<file path="config.mk">
export PLATFORM = sky130hd
export DESIGN_NAME = tiis_cfg
export DESIGN_NICKNAME = d
export VERILOG_FILES = /design/src/rtl/tiis_pkg.sv /design/src/rtl/tiis_cfg.sv
export SDC_FILE = /design/constraint.sdc
export NUM_CORES = 1
export LEC_CHECK = 0
export BUFFER_PORTS_ARGS = -buffer_cell sky130_fd_sc_hd__buf_2
export CORE_ASPECT_RATIO = 2
export CORE_MARGIN = 2
export CORE_UTILIZATION = 49
export DETAILED_ROUTE_END_ITERATION = 10
export PLACE_DENSITY = 0.86
export REMOVE_ABC_BUFFERS = 1
export SYNTH_ARGS = -nofsm -noshare
export SYNTH_HDL_FRONTEND = slang
export SYNTH_SLANG_ARGS = --single-unit
</file>
<file path="constraint.sdc">
create_clock -name clk -period 1 [get_ports clk]
set_clock_uncertainty 0.1 [all_clocks]
set_input_delay 0.05 -clock clk [delete_from_list [all_inputs] [get_ports clk]]
set_output_delay 0.05 -clock clk [all_outputs]
set_load 0.05 [all_outputs]
</file>
<file path="src/rtl/tiis_pkg.sv">
// Shared types and constants for the three-impulse input shaper.
// Used by every module of the block but tiis_ram; no dependencies of its own.
`default_nettype none

package tiis_pkg;

	// Ring store depth; must be a power of two, slot indexes wrap by truncation.
	localparam int STORE_DEPTH   = 256;
	localparam int IMPULSE_COUNT = 3;

	localparam int IDX_W     = $clog2(STORE_DEPTH);
	localparam int SAMPLE_W  = 16;
	localparam int GAIN_W    = 16;
	localparam int DELAY_W   = 8;
	localparam int SLOT_W    = 20;
	localparam int FRAC_W    = 14;
	localparam int PROD_W    = GAIN_W + SAMPLE_W;
	localparam int SCALED_W  = PROD_W - FRAC_W;
	localparam int ADD_W     = SLOT_W + 1;
	localparam int CFG_IDX_W = 3;
	localparam int CFG_DAT_W = 16;

	localparam logic signed [GAIN_W-1:0] GAIN_FIRST_RST = GAIN_W'(16384);

	typedef enum logic [CFG_IDX_W-1:0] {
		REG_GAIN_FIRST,
		REG_GAIN_SECOND,
		REG_GAIN_THIRD,
		REG_DELAY_FIRST,
		REG_DELAY_SECOND,
		REG_DELAY_THIRD
	} reg_idx_t;

	typedef struct packed {
		logic signed [GAIN_W-1:0] gain_first;
		logic signed [GAIN_W-1:0] gain_second;
		logic signed [GAIN_W-1:0] gain_third;
		logic [DELAY_W-1:0]       delay_first;
		logic [DELAY_W-1:0]       delay_second;
		logic [DELAY_W-1:0]       delay_third;
	} cfg_t;

	typedef struct packed {
		logic                       valid;
		logic                       clipped;
		logic signed [SAMPLE_W-1:0] sample;
	} result_t;

	typedef struct packed {
		logic clearing;
		logic busy;
	} status_t;

endpackage

`default_nettype wire

</file>
<file path="src/rtl/tiis_cfg.sv">
// Configuration register file: gains and delays of the three impulses.
// Depends on tiis_pkg.
`default_nettype none

module tiis_cfg
	import tiis_pkg::*;
(
	input  wire logic                 clk,
	input  wire logic                 arst_n,
	input  wire logic                 wr_en,
	input  wire logic [CFG_IDX_W-1:0] wr_index,
	input  wire logic [CFG_DAT_W-1:0] wr_data,
	output cfg_t                      cfg
);

	cfg_t cfg_q;

	always_ff @(posedge clk or negedge arst_n) begin
		if (!arst_n) begin
			cfg_q.gain_first   <= GAIN_FIRST_RST;
			cfg_q.gain_second  <= '0;
			cfg_q.gain_third   <= '0;
			cfg_q.delay_first  <= '0;
			cfg_q.delay_second <= '0;
			cfg_q.delay_third  <= '0;
		end else if (wr_en) begin
			unique case (wr_index)
				REG_GAIN_FIRST:   cfg_q.gain_first   <= wr_data[GAIN_W-1:0];
				REG_GAIN_SECOND:  cfg_q.gain_second  <= wr_data[GAIN_W-1:0];
				REG_GAIN_THIRD:   cfg_q.gain_third   <= wr_data[GAIN_W-1:0];
				REG_DELAY_FIRST:  cfg_q.delay_first  <= wr_data[DELAY_W-1:0];
				REG_DELAY_SECOND: cfg_q.delay_second <= wr_data[DELAY_W-1:0];
				REG_DELAY_THIRD:  cfg_q.delay_third  <= wr_data[DELAY_W-1:0];
				default: ;  // unknown index: dropped
			endcase
		end
	end

	assign cfg = cfg_q;

endmodule

`default_nettype wire

</file>
* Word-level counts from Yosys, hierarchy flattened
Cells that the tools add are included.
Word-level totals: latch bits 0, ROM bits 0, register bits 72, logic and storage cells 18, memories kept 0, memory bits (writable) 0, input bits 22, output and inout port bits 72
Operators by class: div/mod/pow operators 0, multiplexer cells 0, order comparisons 0, multiply operators 0, reductions and logical operators 7, bitwise logic cells 0, shift operators 0, add/subtract/negate cells 0, equal/unequal tests 5
Operators by type and width (number):
- $reduce_and 2->1 | 6
- $eq 3x2->1 const B | 2
- $eq 3x3->1 const B | 2
- $eq 3x1->1 const B | 1
- $logic_not 3->1 | 1

* Longest topological paths before layout
depth in word-level cells 2, mapped depth 5, gate-level depth less buffers 2

* Worst setup path after synthesis
OpenSTA, ideal clock, no wires.
kind input to register, start point input port wr_index[0], end point register cfg_q, in the netlist cfg[56], buffers on the path 2, data required time 0.775 ns, data arrival time 1.109 ns, path slack -0.334 ns, stages on the path 4, setup time 0.125 ns, cell sequence buf_6 nor4b_4 buf_6 mux2_2
On the way: longest elaborated chain between the ends 2
RTL lines:
- from (decl) | RTL line tiis_cfg.sv:11 | input wire logic [CFG_IDX_W-1:0] wr_index,
- $logic_not 3->1 | RTL line tiis_cfg.sv:27 | unique case (wr_index)
- $reduce_and 2->1 (no source line)
- to (decl) | RTL line tiis_cfg.sv:16 | cfg_t cfg_q;
Every way passes these cells. A chain may end at the register's enable or synchronous reset.

* Worst setup path after layout
start point register cfg_q, in the netlist cfg[70], end point output port cfg[70] (netlist bit)
RTL lines:
- to (decl) | RTL line tiis_cfg.sv:13 | output cfg_t cfg
No word-level cell between the ends.

==> key figures <==
Clock network
  – H-Tree Depth: 3
  – Max clock buf depth: 2
  – CTS tree: done
  – CTS sink cnt: 72
  – Root Driver: clkbuf_8
  – TritonCTS Buffers: 9
  – Worst-Skew Late Latency: 0.34 ns
  – Worst-path clk slew: 0.07 ns

STA
  – Final Setup Violations: 83
  – Unrepaired setup endpoints after global routing: true
  – WHS: 0.144 ns
  – Achievable frequency: 833 MHz
  – Slew @ Worst Pin: 0.369 ns
  – Slew Limit Fails: 0
  – Setup total negative slack: -4.07 ns
  – Final worst-path cycle share: 120%
  – Final Hold Viols: 0
  – Worst setup margin: -0.200 ns
  – Final Critical Period: 1.20 ns
  – Relative slew slack: 75.3%

Worst setup path
  – Crit start category: register
  – CP delay by family, top: flip-flops
  – Critical path required time: 0.85 ns
  – Critical Path Fanout Max: 2
  – Critical Path AT: 1.05 ns
  – Reg2Reg Depth: 2
  – Worst setup EP type: primary output
  – Slowest CP cell: dfstp_2
  – Worst path bufs/invs: 1
  – Max incr delay on CP: 0.56 ns
  – CP Cell Sequence: buf_8
  – Crit path depth: 1
  – CP Class: reg -> out

Floorplanning
  – Core area: 5420 µm²
  – Die area: 6290 µm²
  – Die width: 57.1 µm
  – Chip Height: 110 µm
  – FP Rows: 38
  – I/O pins: 94
  – Initial core utilization: 51.0%

Place
  – Final HPWL DP: 4140 µm
  – RD Place Congestion: 0.715
  – Post-placement cell count: 313
  – PortBufs: 93
  – Pre-CTS WS: -0.302 ns
  – DP Area: 3350 µm²

Synth
  – Post-synthesis register bit count: 72
  – Top post-synthesis cells by area: dfrtp_1 (64%), mux2_2 (29%), buf_6 (2.4%), dfstp_2 (0.95%), and4bb_2 (0.91%)
  – Synth cell types: 10
  – Post-synth design cell area: 2760 µm²
  – Syn Inst Count: 157
  – Register area share after synthesis: 65.3%
  – Synth area leader: dfrtp_1
  – Top cell type's share of synthesized area: 64.3%
  – Avg Cell Area, Syn: 17.6 µm²
  – Yosys Warn Count: 0

Hold path
  – Hold crit path type: in -> reg
  – Worst hold path depth: 4

Final layout
  – Post-Layout Cell Count: 368
  – Number of fill cells in the layout: 278
  – Commonest non-fill, non-tap cells in the layout: buf_6 (86), dfrtp_1 (71), mux2_2 (52)
  – Fraction of layout cells with a size suffix above 1: 70.0%
  – Area delta synth->final: 60.9%
  – Largest register FFs: 72
  – Final instance area: 4440 µm²
  – Commonest non-fill, non-tap cell in the layout: buf_6
  – Core Util, Final: 82.0%
  – Nets: 324

Global route
  – Grt ovf: 0
  – First-pass GRT wire length: 11100 µm
  – GRT Total Usage: 24.2%
  – Initial antenna violation count: 1
  – Vias in the first global route: 2152
  – Largest net degree at the start of global routing: 73

Pwr
  – Pleak: 2.11 nW
  – Cell Pwr Density: 2560 nW/µm²
  – Total Power: 11.4 mW
  – Peak supply drop: 0.00188 V

Route
  – Total wire length: 7810 µm
  – 1st-iter DRT viols: 56
  – Drt pass-1 iters: 4
  – Avg Vias per Cell: 5.29
  – WL/cell: 21.2 µm
  – Vias: 1947
  – DRC: 0
  – Post-route ant nets: 0

Flow run
  – Maxcap violations: 0

Run status
  – Status: finished with violations
  – Failing checks: negative setup slack
-- power by group --
| part | total, mW | switching [mW] | internal, mW | leakage, nW |
|---|---|---|---|---|
| logic | 5.28 | 3.08 | 2.20 | 1.15 |
| clock network | 1.99 | 1.03 | 0.953 | 0.0899 |
| registers | 4.10 | 0.531 | 3.57 | 0.863 |
-- repair_timing --
item                       CTS  global route
gates resized for setup    147            38
setup endpoints to repair   72           101
pin swaps                    0             2
gates cloned                 0             0
hold endpoints to repair   144             0
hold buffers                17             0
setup buffers               12             9
-- worst register-to-register path, delay by kind of cell, from the launching register on --
| kind | cells | cell delay [ns] |
|---|---|---|
| buffers and inverters | 1 | 0.14 |
| multiplexers | 1 | 0.25 |
| flip-flops | 1 | 0.41 |
-- worst paths after layout --
kind	to	slack (ns)	startpoint
worst max-delay path	cfg[70]	-0.20	cfg[70]
worst min-delay path	cfg[15]	0.14	wr_index[1]
worst max register to register	cfg[20]	-0.02	cfg[20]
worst min register to register	cfg[44]	0.44	cfg[44]
max in group asynchronous	cfg[70]	0.30	arst_n
min in group asynchronous	cfg[12]	0.17	arst_n
-- Yosys cell counts --
master	count
dfrtp_1	71
mux2_2	71
buf_6	6
and4bb_2	2
nand4b_1	2
buf_2	1
dfstp_2	1
mux2_1	1
nor4b_4	1
nor4bb_1	1
-- routing by layer --
| metal | vias to the layer above | wire (µm) | track usage [%] |
|---|---|---|---|
| li1 | 852 | - | - |
| met1 | 1006 | 2660 | 25.1 |
| met3 | 20 | 281 | 6.30 |
| met5 | - | 0 | 0 |
| met4 | 0 | 272 | 14.5 |
| met2 | 69 | 4600 | 42.9 |
-- cell families (layout without fill, tap and decap cells) --
group	after synthesis	after routing	share of synthesized area (%)
buffers and inverters	7	157	2.63
other	0	1	0
and+or+nand+nor	6	6	2.76
DFF	72	72	65.3
muxes	72	72	29.3
-- final cells by class --
cell class	instances	area (µm²)	share of cell area, %
Sequential cell	72	1800	40.6
Antenna cell	1	2.50	0.0563
Tap cell	60	75.1	1.69
Clock inverter	4	20.0	0.450
Clock buffer	12	145	3.27
Timing Repair Buffer	141	1420	32.0
Multi-Input combinational cell	78	977	22.0
No activity file was read; power rests on OpenSTA's default activity.
